$ cat config.mk
export PLATFORM = sky130hd
export DESIGN_NAME = ble_first_match
export DESIGN_NICKNAME = d
export VERILOG_FILES = /design/src/hw/rtl/ble_pkg.sv /design/src/hw/rtl/ble_first_match.sv
export SDC_FILE = /design/constraint.sdc
export NUM_CORES = 1
export LEC_CHECK = 0
export BUFFER_PORTS_ARGS = -buffer_cell sky130_fd_sc_hd__buf_2
export CAP_MARGIN = 20
export CORE_AREA = 3 3 65 128
export DETAILED_ROUTE_END_ITERATION = 12
export DIE_AREA = 0 0 68 131
export GPL_TIMING_DRIVEN = 0
export PLACE_DENSITY_LB_ADDON = 0.25
export REMOVE_ABC_BUFFERS = 1
export SYNTH_ARGS = -nofsm -noshare
export SYNTH_HDL_FRONTEND = slang
export SYNTH_SLANG_ARGS = --single-unit
$ cat constraint.sdc
create_clock -name clk -period 1.35 [get_ports clk]
set_input_delay 0.27 -clock clk [delete_from_list [all_inputs] [get_ports clk]]
set_output_delay 0.27 -clock clk [all_outputs]
set_load 0.05 [all_outputs]
$ cat src/hw/rtl/ble_pkg.sv
// Package: types, codes and sizing constants of the bounded list engine.
`default_nettype none
package ble_pkg;

  localparam int CAPACITY = 128;
  localparam int IDX_W    = (CAPACITY > 1) ? $clog2(CAPACITY) : 1;
  localparam int CNT_W    = $clog2(CAPACITY + 1);
  localparam int CMP_W    = (CNT_W > 8) ? CNT_W : 8;
  localparam int VAL_W    = 64;
  localparam int GRP      = 8;
  localparam int GRP_W    = 3;
  localparam int NGRP     = (CAPACITY + GRP - 1) / GRP;
  localparam int GIDX_W   = (NGRP > 1) ? $clog2(NGRP) : 1;
  localparam int NPAD     = NGRP * GRP;

  typedef enum logic [1:0] {
    CMD_APPEND = 2'd0,
    CMD_INSERT = 2'd1,
    CMD_DELETE = 2'd2,
    CMD_LOCATE = 2'd3
  } ble_cmd_t;

  typedef enum logic [1:0] {
    STS_OK       = 2'd0,
    STS_FULL     = 2'd1,
    STS_BADPOS   = 2'd2,
    STS_NOTFOUND = 2'd3
  } ble_status_t;

  typedef enum logic [2:0] {
    OP_NONE,
    OP_APPEND,
    OP_INSERT,
    OP_DELETE,
    OP_LOCATE
  } ble_op_t;

  typedef enum logic [1:0] {
    S_IDLE,
    S_EXEC,
    S_SCAN,
    S_DONE
  } ble_state_t;

  // Broadcast to every cell of the chain.
  typedef struct packed {
    ble_op_t            op;
    logic [VAL_W-1:0]   value;
    logic [CNT_W-1:0]   count;
    logic [CNT_W-1:0]   del_idx;
  } ble_ctrl_t;

endpackage
`default_nettype wire

$ cat src/hw/rtl/ble_first_match.sv
// Two-stage registered priority encoder over the cell match flags.
`default_nettype none
module ble_first_match (
  input  wire logic                      clk,
  input  wire logic [ble_pkg::NPAD-1:0]  match_vec,
  output logic                           hit,
  output logic      [ble_pkg::IDX_W-1:0] hit_idx
);
  import ble_pkg::*;

  logic [NGRP-1:0]  grp_any_r;
  logic [GRP_W-1:0] grp_lo_r [NGRP];
  logic [GRP_W-1:0] grp_lo_nxt [NGRP];
  logic             hit_r, hit_nxt;
  logic [IDX_W-1:0] idx_r, idx_nxt;

  // first stage: per-group any and lowest set bit
  always_comb begin
    for (int g = 0; g < NGRP; g++) begin
      grp_lo_nxt[g] = '0;
      for (int b = GRP - 1; b >= 0; b--) begin
        if (match_vec[g*GRP + b]) grp_lo_nxt[g] = GRP_W'(b);
      end
    end
  end

  always_ff @(posedge clk) begin
    for (int g = 0; g < NGRP; g++) begin
      grp_any_r[g] <= |match_vec[g*GRP +: GRP];
      grp_lo_r[g]  <= grp_lo_nxt[g];
    end
  end

  // second stage: lowest group with a hit
  always_comb begin
    hit_nxt = 1'b0;
    idx_nxt = '0;
    for (int g = NGRP - 1; g >= 0; g--) begin
      if (grp_any_r[g]) begin
        hit_nxt = 1'b1;
        idx_nxt = IDX_W'({GIDX_W'(g), grp_lo_r[g]});
      end
    end
  end

  always_ff @(posedge clk) begin
    hit_r <= hit_nxt;
    idx_r <= idx_nxt;
  end

  assign hit     = hit_r;
  assign hit_idx = idx_r;

endmodule
`default_nettype wire

# Word level (Yosys, flattened, before mapping)

Memories as Yosys holds them, arrays and structs flattened.
Cells that the tools add are included.

Bits in registers: 24
Memories: 1
Word-level logic and storage cells: 173
RAM bits: 48
Output and inout bits: 8

Reductions and logical operators: 20
Muxes and demuxes: 145

Memory list:

| memory   | depth | bits a word | rd ports | clocked after memory_dff | wr ports | RTL line              | text |
|---|---|---|---|---|---|---|---|
| grp_lo_r | 16    | 3           | 16       | 0                        | 16       | ble_first_match.sv:12 | `logic [GRP_W-1:0] grp_lo_r [NGRP];` |

Operators by type and width:

| cell                | count |
|---|---|
| 3-bit 2-to-1 mux    | 129 |
| 8-bit OR reduction  | 17 |
| 7-bit 2-to-1 mux    | 8 |
| 6-bit 2-to-1 mux    | 4 |
| 15-bit OR reduction | 1 |
| 5-bit 2-to-1 mux    | 2 |
| 4-bit 2-to-1 mux    | 1 |
| 4-bit OR reduction  | 1 |
| 2-bit OR reduction  | 1 |
| 1-bit 2-to-1 mux    | 1 |

# Logic depth before layout (Yosys ltp)

An unclocked memory read counts as a cell.

Depth in word-level cells: 17
Depth in mapped cells: 6
Gate-level depth less buffers: 5

# Least setup slack after synthesis

Ideal clock, no wire load.

Path kind: register -> register
Start: register grp_any_r[6]
End: register idx_r[1], in the netlist hit_idx[1]
Buffers on the path: 1
Cell stages (with the launch flop): 7
Clock period less this slack: 1.422 ns
Arrival time: 1.302 ns
Slack: -0.072 ns
Library setup time: 0.120 ns
Cells stage by stage: dfxtp_1 > buf_4 > nand2_1 > o211ai_4 > a2111oi_4 > a21oi_1 > o31a_1

Longest elaborated chain between the ends: 7

Ends and longest elaborated chain:

| element                           | RTL line              | text |
|---|---|---|
| from (decl)                       | ble_first_match.sv:11 | `logic [NGRP-1:0] grp_any_r;` |
| from (signal, indexed assignment) | ble_first_match.sv:29 | `grp_any_r[g] <= \|match_vec[g*GRP +: GRP];` |
| 6-bit 2-to-1 mux (3 in series)    | ble_first_match.sv:39 | `if (grp_any_r[g]) begin` |
| 5-bit 2-to-1 mux (2 in series)    | ble_first_match.sv:39 |  |
| 4-bit 2-to-1 mux                  | ble_first_match.sv:39 |  |
| 3-bit 2-to-1 mux                  | ble_first_match.sv:39 |  |
| net idx_nxt[1]                    | ble_first_match.sv:15 | `logic [IDX_W-1:0] idx_r, idx_nxt;` |
| to (signal assigned)              | ble_first_match.sv:48 | `idx_r <= idx_nxt;` |
| to (decl)                         | ble_first_match.sv:15 |  |

The timed path passes the listed nets, and every way through them passes these cells.
A chain may end at the register's enable or synchronous reset.

# Worst setup path in the final report

Start: register grp_any_r[12]
End: register hit_r, in the netlist hit

Longest elaborated chain between the ends: 1

Ends and longest elaborated chain:

| element                              | RTL line              | text |
|---|---|---|
| 15-bit OR reduction (no source line) | n/a                   |  |
| to (signal assigned)                 | ble_first_match.sv:47 | `hit_r <= hit_nxt;` |
| to (decl)                            | ble_first_match.sv:14 | `logic hit_r, hit_nxt;` |

Every way passes these cells.

==> reports/metrics.yaml <==
drtIter0Drc: 118
synthArstFlopShare_pct: 0
synthesis.instances: 395
hold_violations: 0
overflow: 0
cts_buffers: 9
seqCellArea_um2: 1473
synth_area_um2: 3177
tightest_slew_ns: 0.5321
drv_slew: 0
clockBufferDepth: 2
nets: 678
port_buffers: 136
fillerInstances: 689
place.gp.congestion: 0.8218
final_cell_mix: "136 x buf_2, 57 x dfxtp_1, 49 x nor3_1"
cp_max_fo: 5
drc: 0
setup_viol: 4
final_util_pct: 59.98
die_width_um: 68
core_area_um2: 7545
drive_above_1_share_pct: 35.74
max_cap_violations: 0
synth.avg_cell_area_um2: 8.043
pre_cts_slack_ns: -0.4029
finalPower_w: 0.005230
start_util_pct: 42.11
post_drt_wl_per_cell_um: 12.73
grt_first_pass_wirelength_um: 12590
grt_pass1_vias: 3183
p_per_area_nw_per_um2: 1156
cts_htree_levels: 3
cts_tree: "done"
final.min_clock_period_ns: 1.413
outcome: "finished, violations left"
multi_input_area_um2: 1699
insertion_delay_ns: 0.33
hpwl_um: 6833
ys_ff_latch: 72
path_cells: "or2_4 > or3_4 > nor4_4 > nand4_1"
cts_num_sinks: 72
rsz0062_at_grt: "yes"
row_count: 45
max_freq_mhz: 707.6
antenna_found_initial: 0
leakage_nw: 2.044
cp_top_family: "simple AND/OR/NAND/NOR gates"
holdWs_ns: 0.1237
ys_types: 34
clkTransAtPathRegs_ns: 0.05
die_area_um2: 8908
critPathLaunchType: "flop"
synth_ff_type: "dfxtp_1"
skew_ns: 0.004381
final_common_cell: "buf_2"
required_ns: 1.54
slew_headroom_pct: 64.20
synth-seq-area-share_pct: 45.37
worstPathArrival_ns: 1.60
worst_path_largest_cell_delay_ns: 0.37
crit_buf_inv: 0
io-pin-count: 137
drt-pass1-iter-count: 4
hold_class: "input pin to flop"
vias_per_cell: 5.167
vdd_drop_max_mv: 0.7081
routed_wl_um: 8246
antenna_left: 0
synth_edf_count: 0
end_kind: "flop"
violations: "setup timing"
die_h_um: 131
antennaDiodeCount: 0
worst_slack_ns: -0.06317
fin_crit_sh_pct: 104.7
clockRootBuffer: "clkbuf_16"
crit_path_top_delay_cell: "or3_4"
vias: 3348
ys_warn_count: 0
crit_type: "flop to flop"
syn2layout_area_growth_pct: 42.46
grt_usage_pct: 18.77
grt_max_degree: 13
==> Yosys cell counts, types with 2 or more instances <==
| cell | number | area, µm² |
|---|---|---|
| dfxtp_1 | 72 | 1441 |
| nor3_1 | 50 | 250.2 |
| a21oi_1 | 42 | 210.2 |
| inv_1 | 40 | 150.1 |
| nor2_1 | 40 | 150.1 |
| nor4_1 | 34 | 212.7 |
| nand2_1 | 28 | 105.1 |
| nor2b_1 | 20 | 125.1 |
| o21bai_1 | 17 | 127.6 |
| o21ai_0 | 8 | 40.04 |
| a221oi_1 | 7 | 61.31 |
| o221ai_1 | 4 | 35.03 |
| a31oi_1 | 3 | 18.77 |
| buf_2 | 3 | 15.01 |
| nand4_1 | 3 | 18.77 |
| a211oi_1 | 2 | 15.01 |
| nand2b_1 | 2 | 12.51 |
| nand3b_1 | 2 | 15.01 |
| nor3b_1 | 2 | 15.01 |
| o22ai_1 | 2 | 12.51 |
==> flip-flops by register name (all words and copies together), names as in the netlist <==
register   cells
grp_lo_r      48
grp_any_r     16
hit_idx        7
hit            1
==> per-layer routing <==
metal / vias up / share of wire (%) / global-route usage (%)
li1: 1732 / - / -
met1: 1531 / 30 / 14.88
met2: 69 / 64 / 39.59
met3: 16 / 4.0 / 4.705
met4: 0 / 1.7 / 7.151
met5: - / 0 / 0
==> path summary, 6_finish.rpt <==
| kind | start | end | slack (ns) | cells past startpoint |
|---|---|---|---|---|
| max | grp_any_r[12] | hit | -0.06 | 4 |
| min | match_vec[64] | grp_lo_r[1][0] | 0.12 | 2 |
| max reg2reg | grp_any_r[12] | hit | -0.06 | 4 |
| min reg2reg | grp_lo_r[0][2] | hit_idx[2] | 0.55 | 2 |
==> metrics by stage <==
step	TNS, ns	instances	cell area, µm²
final	-0.1363	648	4526
after CTS	-0.2734	644	4414
after detailed placement	-1.437	621	3953
after floorplan	-0.1328	391	3154
after global placement	-1.420	621	3953
after global routing	-0.4244	648	4526
==> where the power goes <==
part,internal [W],switching [W]
logic,0.000248,0.000271
registers,0.00220,0.0000312
clock network,0.00166,0.000821
==> timing repair <==
| item | CTS | global route |
|---|---|---|
| hold endpoints to repair | 0 | 0 |
| gates resized for setup | 28 | 17 |
| pin swaps | 12 | 13 |
| setup buffers | 7 | 4 |
| endpoints found under the setup margin | 6 | 6 |
| hold buffers | 0 | 0 |
==> cell type report <==
cell class / count / share of cell area, %
Clock buffer: 11 / 5.364
Clock inverter: 5 / 1.769
Inverter: 40 / 3.318
Multi-Input combinational cell: 279 / 37.54
Sequential cell: 72 / 32.54
Tap cell: 94 / 2.599
Timing Repair Buffer: 147 / 16.86
==> cell families after synthesis <==
logic type | share of synthesized area [%]
AO/OA/AOI/OAI | 18.98
buffers and inverters | 5.435
flip-flops | 45.37
AND/OR/NAND/NOR | 30.21
Power figures use the tool's default switching activity.
