## src/hw/rtl/ble_pkg.sv

```systemverilog
// Package: types, codes and sizing constants of the bounded list engine.
`default_nettype none
package ble_pkg;

  localparam int CAPACITY = 128;
  localparam int IDX_W    = (CAPACITY > 1) ? $clog2(CAPACITY) : 1;
  localparam int CNT_W    = $clog2(CAPACITY + 1);
  localparam int CMP_W    = (CNT_W > 8) ? CNT_W : 8;
  localparam int VAL_W    = 64;
  localparam int GRP      = 8;
  localparam int GRP_W    = 3;
  localparam int NGRP     = (CAPACITY + GRP - 1) / GRP;
  localparam int GIDX_W   = (NGRP > 1) ? $clog2(NGRP) : 1;
  localparam int NPAD     = NGRP * GRP;

  typedef enum logic [1:0] {
    CMD_APPEND = 2'd0,
    CMD_INSERT = 2'd1,
    CMD_DELETE = 2'd2,
    CMD_LOCATE = 2'd3
  } ble_cmd_t;

  typedef enum logic [1:0] {
    STS_OK       = 2'd0,
    STS_FULL     = 2'd1,
    STS_BADPOS   = 2'd2,
    STS_NOTFOUND = 2'd3
  } ble_status_t;

  typedef enum logic [2:0] {
    OP_NONE,
    OP_APPEND,
    OP_INSERT,
    OP_DELETE,
    OP_LOCATE
  } ble_op_t;

  typedef enum logic [1:0] {
    S_IDLE,
    S_EXEC,
    S_SCAN,
    S_DONE
  } ble_state_t;

  // Broadcast to every cell of the chain.
  typedef struct packed {
    ble_op_t            op;
    logic [VAL_W-1:0]   value;
    logic [CNT_W-1:0]   count;
    logic [CNT_W-1:0]   del_idx;
  } ble_ctrl_t;

endpackage
`default_nettype wire

```

## src/hw/rtl/ble_cell.sv

```systemverilog
// One list slot: holds an entry, shifts with its neighbours, compares on locate.
`default_nettype none
module ble_cell (
  input  wire logic                      clk,
  input  wire ble_pkg::ble_ctrl_t        ctrl,
  input  wire logic [ble_pkg::IDX_W-1:0] idx,
  input  wire logic [ble_pkg::VAL_W-1:0] left_data,
  input  wire logic [ble_pkg::VAL_W-1:0] right_data,
  output logic      [ble_pkg::VAL_W-1:0] data,
  output logic                           match
);
  import ble_pkg::*;

  logic [VAL_W-1:0] data_r, data_nxt;
  logic             match_r, match_nxt;
  logic [CNT_W-1:0] idx_c;

  assign idx_c = CNT_W'(idx);

  always_comb begin
    data_nxt  = data_r;
    match_nxt = 1'b0;
    unique case (ctrl.op)
      OP_APPEND: begin
        if (idx_c == ctrl.count) data_nxt = ctrl.value;
      end
      OP_INSERT: begin
        if (idx_c == '0) data_nxt = ctrl.value;
        else if (idx_c <= ctrl.count) data_nxt = left_data;
      end
      OP_DELETE: begin
        // close the gap: each live slot from the deleted one up, bar the last, pulls from the right
        if ((idx_c >= ctrl.del_idx) && ((idx_c + CNT_W'(1)) < ctrl.count))
          data_nxt = right_data;
      end
      OP_LOCATE: begin
        match_nxt = (idx_c < ctrl.count) && (data_r == ctrl.value);
      end
      default: begin
        data_nxt = data_r;
      end
    endcase
  end

  always_ff @(posedge clk) begin
    data_r  <= data_nxt;
    match_r <= match_nxt;
  end

  assign data  = data_r;
  assign match = match_r;

endmodule
`default_nettype wire

```

## config.mk

```make
export PLATFORM = sky130hd
export DESIGN_NAME = ble_cell
export DESIGN_NICKNAME = d
export VERILOG_FILES = /design/src/hw/rtl/ble_pkg.sv /design/src/hw/rtl/ble_cell.sv
export SDC_FILE = /design/constraint.sdc
export NUM_CORES = 1
export LEC_CHECK = 0
export BUFFER_PORTS_ARGS = -buffer_cell sky130_fd_sc_hd__buf_2
export CAP_MARGIN = 30
export CORE_MARGIN = 10
export CORE_UTILIZATION = 45
export CTS_BUF_LIST = sky130_fd_sc_hd__clkbuf_8
export DETAILED_ROUTE_END_ITERATION = 10
export MAX_ROUTING_LAYER = met4
export PLACE_DENSITY = 0.8
export RECOVER_POWER = 25
export SETUP_SLACK_MARGIN = 0.2
export SLEW_MARGIN = 5
export SYNTH_ARGS = -nofsm -noshare
export SYNTH_HDL_FRONTEND = slang
export SYNTH_SLANG_ARGS = --single-unit
```

## constraint.sdc

```tcl
create_clock -name clk -period 4.6 [get_ports clk]
set_input_delay 0.46 -clock clk [delete_from_list [all_inputs] [get_ports clk]]
set_output_delay 0.46 -clock clk [all_outputs]
set_load 0.03 [all_outputs]
```

After elaboration in Yosys (flattened, before gate mapping)
Cells that the tools add are included. Widths: inputs -> output; s select.

$add $sub $neg: 1. Equal/unequal tests: 9. $lt $le $gt $ge: 4. Muxes and demuxes: 5. Reductions and logical operators: 5.

Operators by type and width (count): $mux 64 (4); $pmux 64 s3 (1); $eq 64x64->1 (1); $add 7x1->8 const B (1); $eq 7x8->1 (1); $ge 7x8->1 (1); $le 7x8->1 (1); $logic_not 8->1 (1); $lt 7x8->1 (1); $lt 8x8->1 (1); $eq 3x2->1 const B (2); $ne 2x2->1 const B (2); $reduce_and 4->1 (1); $eq 3x1->1 const B (1); $eq 3x3->1 const B (1); $ne 3x3->1 const B (1); $reduce_bool 3->1 (1); $logic_and 1x1->1 (2).

Flip-flop bits (word level): 65. Output and inout port bits: 65. Word-level logic and storage cells: 26.

Logic depth before layout (Yosys ltp)
Gate-level depths: netlist of run 1.

Word-level depth: 5. Gate-level depth with buffers: 8. Depth with buffers taken out: 8.

Worst setup path before layout of run 1
OpenSTA, ideal clock, no wires.

Path kind: input to register. From: in idx[0] in the netlist's numbering. To: reg data_r[0] (netlist: data[0]), enable pin. Library setup time: 0.429 ns. Stages on the path: 7. Setup slack: 0.891 ns. Arrival: 3.280 ns. Path buffers: 0. Cells stage by stage: inv_1 > ha_1 > or4b_1 > nor3_2 > nor3_1 > a2111oi_0 > and3_1.

Word-level cells in the longest chain between the ends: 5.

Ends and longest elaborated chain: start: declaration (RTL line ble_cell.sv:6) `input wire logic [ble_pkg::IDX_W-1:0] idx,`; $add 7x1->8 (RTL line ble_cell.sv:33) `if ((idx_c >= ctrl.del_idx) && ((idx_c + CNT_W'(1)) < ctrl.count))`; $lt 8x8->1 (RTL line ble_cell.sv:33); $logic_and 1x1->1 (RTL line ble_cell.sv:33); $ne 2x2->1 (no line); $reduce_and 4->1 (no line) (*); end signal: assignment (RTL line ble_cell.sv:46) `data_r <= data_nxt;`; end: declaration (RTL line ble_cell.sv:14) `logic [VAL_W-1:0] data_r, data_nxt;`.

Mark *: on every way between the ends. The rest lies on a longest branch, timed or not. A chain may end at the register's enable or synchronous reset.

Worst setup path in the final report of run 1
From: in idx[0] in the netlist's numbering. To: reg data_r[22] (netlist: data[22]), data pin.

Word-level cells in the longest chain between the ends: 3.

Ends and longest elaborated chain: $logic_not 8->1 (RTL line ble_cell.sv:28) `if (idx_c == '0) data_nxt = ctrl.value;`; $mux 64 (RTL line ble_cell.sv:28); $pmux 64 s3 (RTL line ble_cell.sv:23) `unique case (ctrl.op)`; via data_nxt[22] (RTL line ble_cell.sv:14).

The timed path passes the listed nets, and every way through them passes these cells.

==> results.yml, run 1 <==
synth:
  synth_area_mm2: 0.00476
  ys_warn_count: 0
  synth_top_area_frac: 0.404
  async_reset_ff_frac: 0
  synth-edff-count: 64
  seq_area_frac_synth: 0.408
  synth_area_leaders: "edfxtp_1, a22oi_1, xor2_1"
  yosysMostFrequentCell: "a22oi_1"
  synthCells: 466
  synth_top_area_cell: "edfxtp_1"
  synth.net_count: 709
  yosys-top-cells-count: "a22oi_1, edfxtp_1, o21ai_1"
  synth_top_flop_cell: "edfxtp_1"
  synth_cell_types: 34
  avgSynthCellArea_um2: 10.2
  ys_ff_latch: 65
sta:
  drv_slew: 0
  holdWs_ps: 414
  hold_viol_final: 0
  fin_skew_ps: 22.8
  finalCritPeriodShare: 0.674
  fin_tns_setup_ps: 0
  max-slew-margin-rel: 0.474
  worstMarginPinSlew_ps: 789
  setup_violations: 0
  fmaxAchievable_mhz: 322
  rsz0062_at_grt: "false"
  min_period_ps: 3100
final_layout:
  drive_above_1_share: 0.352
  final_area_mm2: 0.00642
  area_delta_synth_final_pct: 35.0
  final_net_count: 976
placed_design:
  placed_cell_area_mm2: 0.00627
  dp_hpwl_um: 16100
  gp_congestion: 0.981
  io_buffers: 283
worst_setup_path:
  startpoint: "idx[0]"
  path_max_fanout: 65
  critPathRequiredTime_ps: 4660
  reg2reg_slack_ps: 2330
  cp.arrival_ps: 3160
  ff2ff_path_depth: 5
  regToRegEndpoint: "match"
  r2r-start: "data[3]"
  critPathMaxStageDelay_ps: 620
  crit_top_cell: "buf_4"
  path_cells: "buf_2 > inv_1 > ha_1 > or4b_1 > nor3_4 > buf_4 > nor2_4 > buf_4 > a22oi_1 > o21ai_1"
  worstSetupPathType: "in -> reg"
  crit_slowest_cell: "buf_4"
  end_kind: "register"
  start_kind: "input port"
global_route:
  overflow: 0
  grt_pass1_vias: 5590
  grt_pass1_wl_um: 29600
  antenna_found_initial: 0
  grt_max_degree: 66
  track_usage: 0.258
flow_run:
  cap_violations: 0
clocking:
  cts_root_buf: "clkbuf_8"
  clkTransAtPathRegs_ps: 90
  tritoncts: "yes"
  ctsHoldBuffers: 0
  cts.sinks: 65
  cts_max_level: 3
  clkLatencyLatePin_ps: 350
  postCtsSetupBuffers: 0
  clk_path_buf_depth: 2
  postCtsResizedCells: 0
  numCtsBuffers: 9
routing:
  vias_per_cell: 6.09
  ant_nets: 0
  drc: 0
  dr.pass1.iters: 6
  post_drt_wl_per_cell_um: 23.1
  dr.first_iter.drc_count: 640
  num_vias: 5332
  routed_wl_um: 20200
hold_path:
  whs_path_depth: 3
  holdPathEnd: "data[23]"
  holdCritStartpoint: "right_data[23]"
  hold_class: "in -> reg"
floorplan:
  core_area_mm2: 0.0103
  io_pins: 284
  dieArea_mm2: 0.0151
  fp-row-count: 37
  dieHeight_um: 123
  fp.dieW_um: 123
  start_util: 0.461
power_and_ir_drop:
  power_mw: 1.77
  cellLeakagePower_nw: 2.62
  p_per_area_mw_per_mm2: 275
  ir_drop_mv: 0.140
run_status:
  status: "completed"
## stage by stage
stage	util	setup slack [ps]	instances
CTS	0.627	1550	874
floorplan	-	891	466
global placement	0.607	1340	858
global route	0.622	1380	874
finish	0.622	1500	876
detailed placement	0.607	1180	858
## layer usage
layer,track usage,up-vias,routed length [um]
met5,-,-,0
met4,0.104,0,598
met3,0.0588,50,2110
met2,0.416,412,9900
met1,0.306,2476,7620
li1,-,2394,-
## worst max path at each step
| stage | to | slack [ps] | cells after the start |
|---|---|---|---|
| floorplan | data[0] | 890 | 7 |
| global placement | data[27] | 1340 | 10 |
| detailed placement | data[63] | 1180 | 10 |
| CTS | data[22] | 1550 | 10 |
| global route | data[10] | 1380 | 10 |
| finish | data[22] | 1500 | 10 |
## where the power goes
part	leakage, nW	switching (mW)	internal (mW)
combinational	1.93	0.310	0.189
clock	0.116	0.229	0.302
sequential	0.583	0.0313	0.707
## worst max-delay path: cells and delay by family
family	cells	cell delay [ps]
AOI/OAI and AO/OA	2	310
buffers and inverters	4	1220
adders and majority gates	1	150
and+or+nand+nor	3	940
## registers in the layout, indices dropped and copies added, names as in the netlist
register / count
match: 1
data: 64
## cell type report
class	instances	area, um2
Timing Repair Buffer	289	1410
Tap cell	136	170
Clock buffer	9	124
Fill cell	896	3900
Inverter	16	60.1
Sequential cell	65	1940
Multi-Input combinational cell	352	2620
Antenna cell	2	5.00
Clock inverter	7	86.3
## logic make-up after synthesis
logic type,Yosys count,synth area share
AOI/OAI and AO/OA,211,0.296
xor gates and xnor gates,69,0.127
DFF,65,0.408
buffers and inverters,49,0.0460
and+or+nand+nor,48,0.0594
adders and majority gates,24,0.0631
## cell usage in the layout, fill, tap and decap left out, types with 11 or more instances in the layout
| cell | Yosys | layout |
|---|---|---|
| buf_2 | 7 | 235 |
| a22oi_1 | 128 | 128 |
| edfxtp_1 | 64 | 64 |
| o21ai_1 | 60 | 60 |
| clkbuf_1 | 19 | 48 |
| xor2_1 | 41 | 41 |
| xnor2_1 | 28 | 28 |
| ha_1 | 24 | 24 |
| inv_1 | 16 | 18 |
| nor4_1 | 11 | 11 |
Note: power is estimated with default switching activity, not from simulation.
==> inputs of run 2 (changes only) <==
CORE_UTILIZATION = 41   (was 45)
PLACE_DENSITY = 0.76   (was 0.8)
clock period = 2.55 ns   (was 4.6 ns; I/O delays follow)
==> results.yml, run 2 (synthesized netlist as in run 1, its figures left out) <==
run_status:
  status: "completed"
sta:
  max-slew-margin-rel: 0.534
  fin_tns_setup_ps: 0
  hold_viol_final: 0
  drv_slew: 0
  finalCritPeriodShare: 0.880
  worstMarginPinSlew_ps: 700
  setup_ws_ps: 305
  min_period_ps: 2240
  setup_violations: 0
  fin_skew_ps: 8.13
  rsz0062_at_grt: "false"
  fmaxAchievable_mhz: 445
routing:
  vias_per_cell: 5.90
  dr.pass1.iters: 5
  post_drt_wl_per_cell_um: 22.6
  ant_nets: 0
  dr.first_iter.drc_count: 566
  num_vias: 5306
  routed_wl_um: 20300
  drc: 0
clocking:
  postCtsSetupBuffers: 0
  clkTransAtPathRegs_ps: 70
  clkLatencyLatePin_ps: 350
  cts.sinks: 65
  cts_max_level: 3
  numCtsBuffers: 9
  clk_path_buf_depth: 2
  tritoncts: "yes"
  cts_root_buf: "clkbuf_8"
  ctsHoldBuffers: 0
worst_setup_path:
  start_kind: "input port"
  r2r-start: "data[43]"
  regToRegEndpoint: "match"
  reg2reg_slack_ps: 410
  cp.arrival_ps: 2320
  startpoint: "idx[1]"
  path_max_fanout: 46
  worstSetupPathType: "in -> reg"
  critPathRequiredTime_ps: 2630
  ff2ff_path_depth: 5
  cp-endpoint: "data[46]"
  end_kind: "register"
hold_path:
  hold_class: "in -> reg"
power_and_ir_drop:
  ir_drop_mv: 0.282
  p_per_area_mw_per_mm2: 485
  cellLeakagePower_nw: 2.70
placed_design:
  placed_cell_area_mm2: 0.00647
  dp_hpwl_um: 16200
  io_buffers: 283
  gp_congestion: 0.962
  post-place-ws_ps: -157
floorplan:
  fp.dieW_um: 128
  io_pins: 284
  fp-row-count: 39
  core_area_mm2: 0.0114
  dieArea_mm2: 0.0163
  start_util: 0.418
  dieHeight_um: 128
final_layout:
  area_delta_synth_final_pct: 39.4
  post-route-util: 0.583
  largest_register_ffs: 64
  drive_above_1_share: 0.369
  final_net_count: 991
  layout_common_cells: "buf_2, a22oi_1, edfxtp_1"
  final_area_mm2: 0.00663
  nFillCells: 1001
  final_common_cell: "buf_2"
global_route:
  overflow: 0
  grt_pass1_wl_um: 30500
  grt_pass1_vias: 5583
  grt_max_degree: 65
  track_usage: 0.241
  antenna_found_initial: 3
flow_run:
  cap_violations: 0
-- run 2: stage by stage --
stage	instances	hold slack [ps]	power (mW)
CTS	896	190	3.24
finish	899	209	3.22
global placement	880	560	2.27
global route	899	203	3.36
floorplan	466	464	1.83
detailed placement	880	564	2.29
-- run 2: critical path: stages --
cell and delay, ps:
buf_2 150, inv_12 60, ha_4 110, or4b_1 510, nor3_4 230, clkbuf_8 380
nor2_4 100, buf_12 190, a22oi_1 190, o21ai_1 100
-- run 2: area by class of cell --
type	instances	area, um2	share of cell area
diodes	3	7.51	0.00113
well taps	143	179	0.0270
clock buffers	9	124	0.0187
repair buffers	304	1570	0.237
inverters	16	85.1	0.0128
flip-flops and latches	65	1940	0.293
clock inverters	7	85.1	0.0128
multi-input cells	352	2640	0.398
-- run 2: worst min path at each step --
stage	start	end	slack, ps	depth (start not counted)
floorplan	right_data[27]	data[27]	460	2
global placement	right_data[27]	data[27]	560	3
detailed placement	right_data[6]	data[6]	560	3
CTS	right_data[13]	data[13]	190	3
global route	right_data[42]	data[42]	200	3
finish	right_data[57]	data[57]	210	3
-- run 2: repair_timing --
action / in CTS / in global routing
resized for setup: 0 / 3
endpoints found under the hold margin: 0 / 0
endpoints found under the setup margin: 0 / 128
-- run 2: report_power, final --
group	switching [mW]	leakage, nW	internal, mW
registers	0.0575	0.583	1.28
logic	0.564	2.02	0.366
clock network	0.415	0.104	0.540
-- run 2: routing by layer --
metal  share of wire  vias to the layer above  global-route usage  wire (um)
li1                -                     2423                   -          -
met1            0.41                     2483               0.293       8250
met2            0.48                      369               0.386       9770
met3           0.093                       31              0.0653       1890
met4           0.018                        0              0.0702        371
met5               0                        -                   -          0
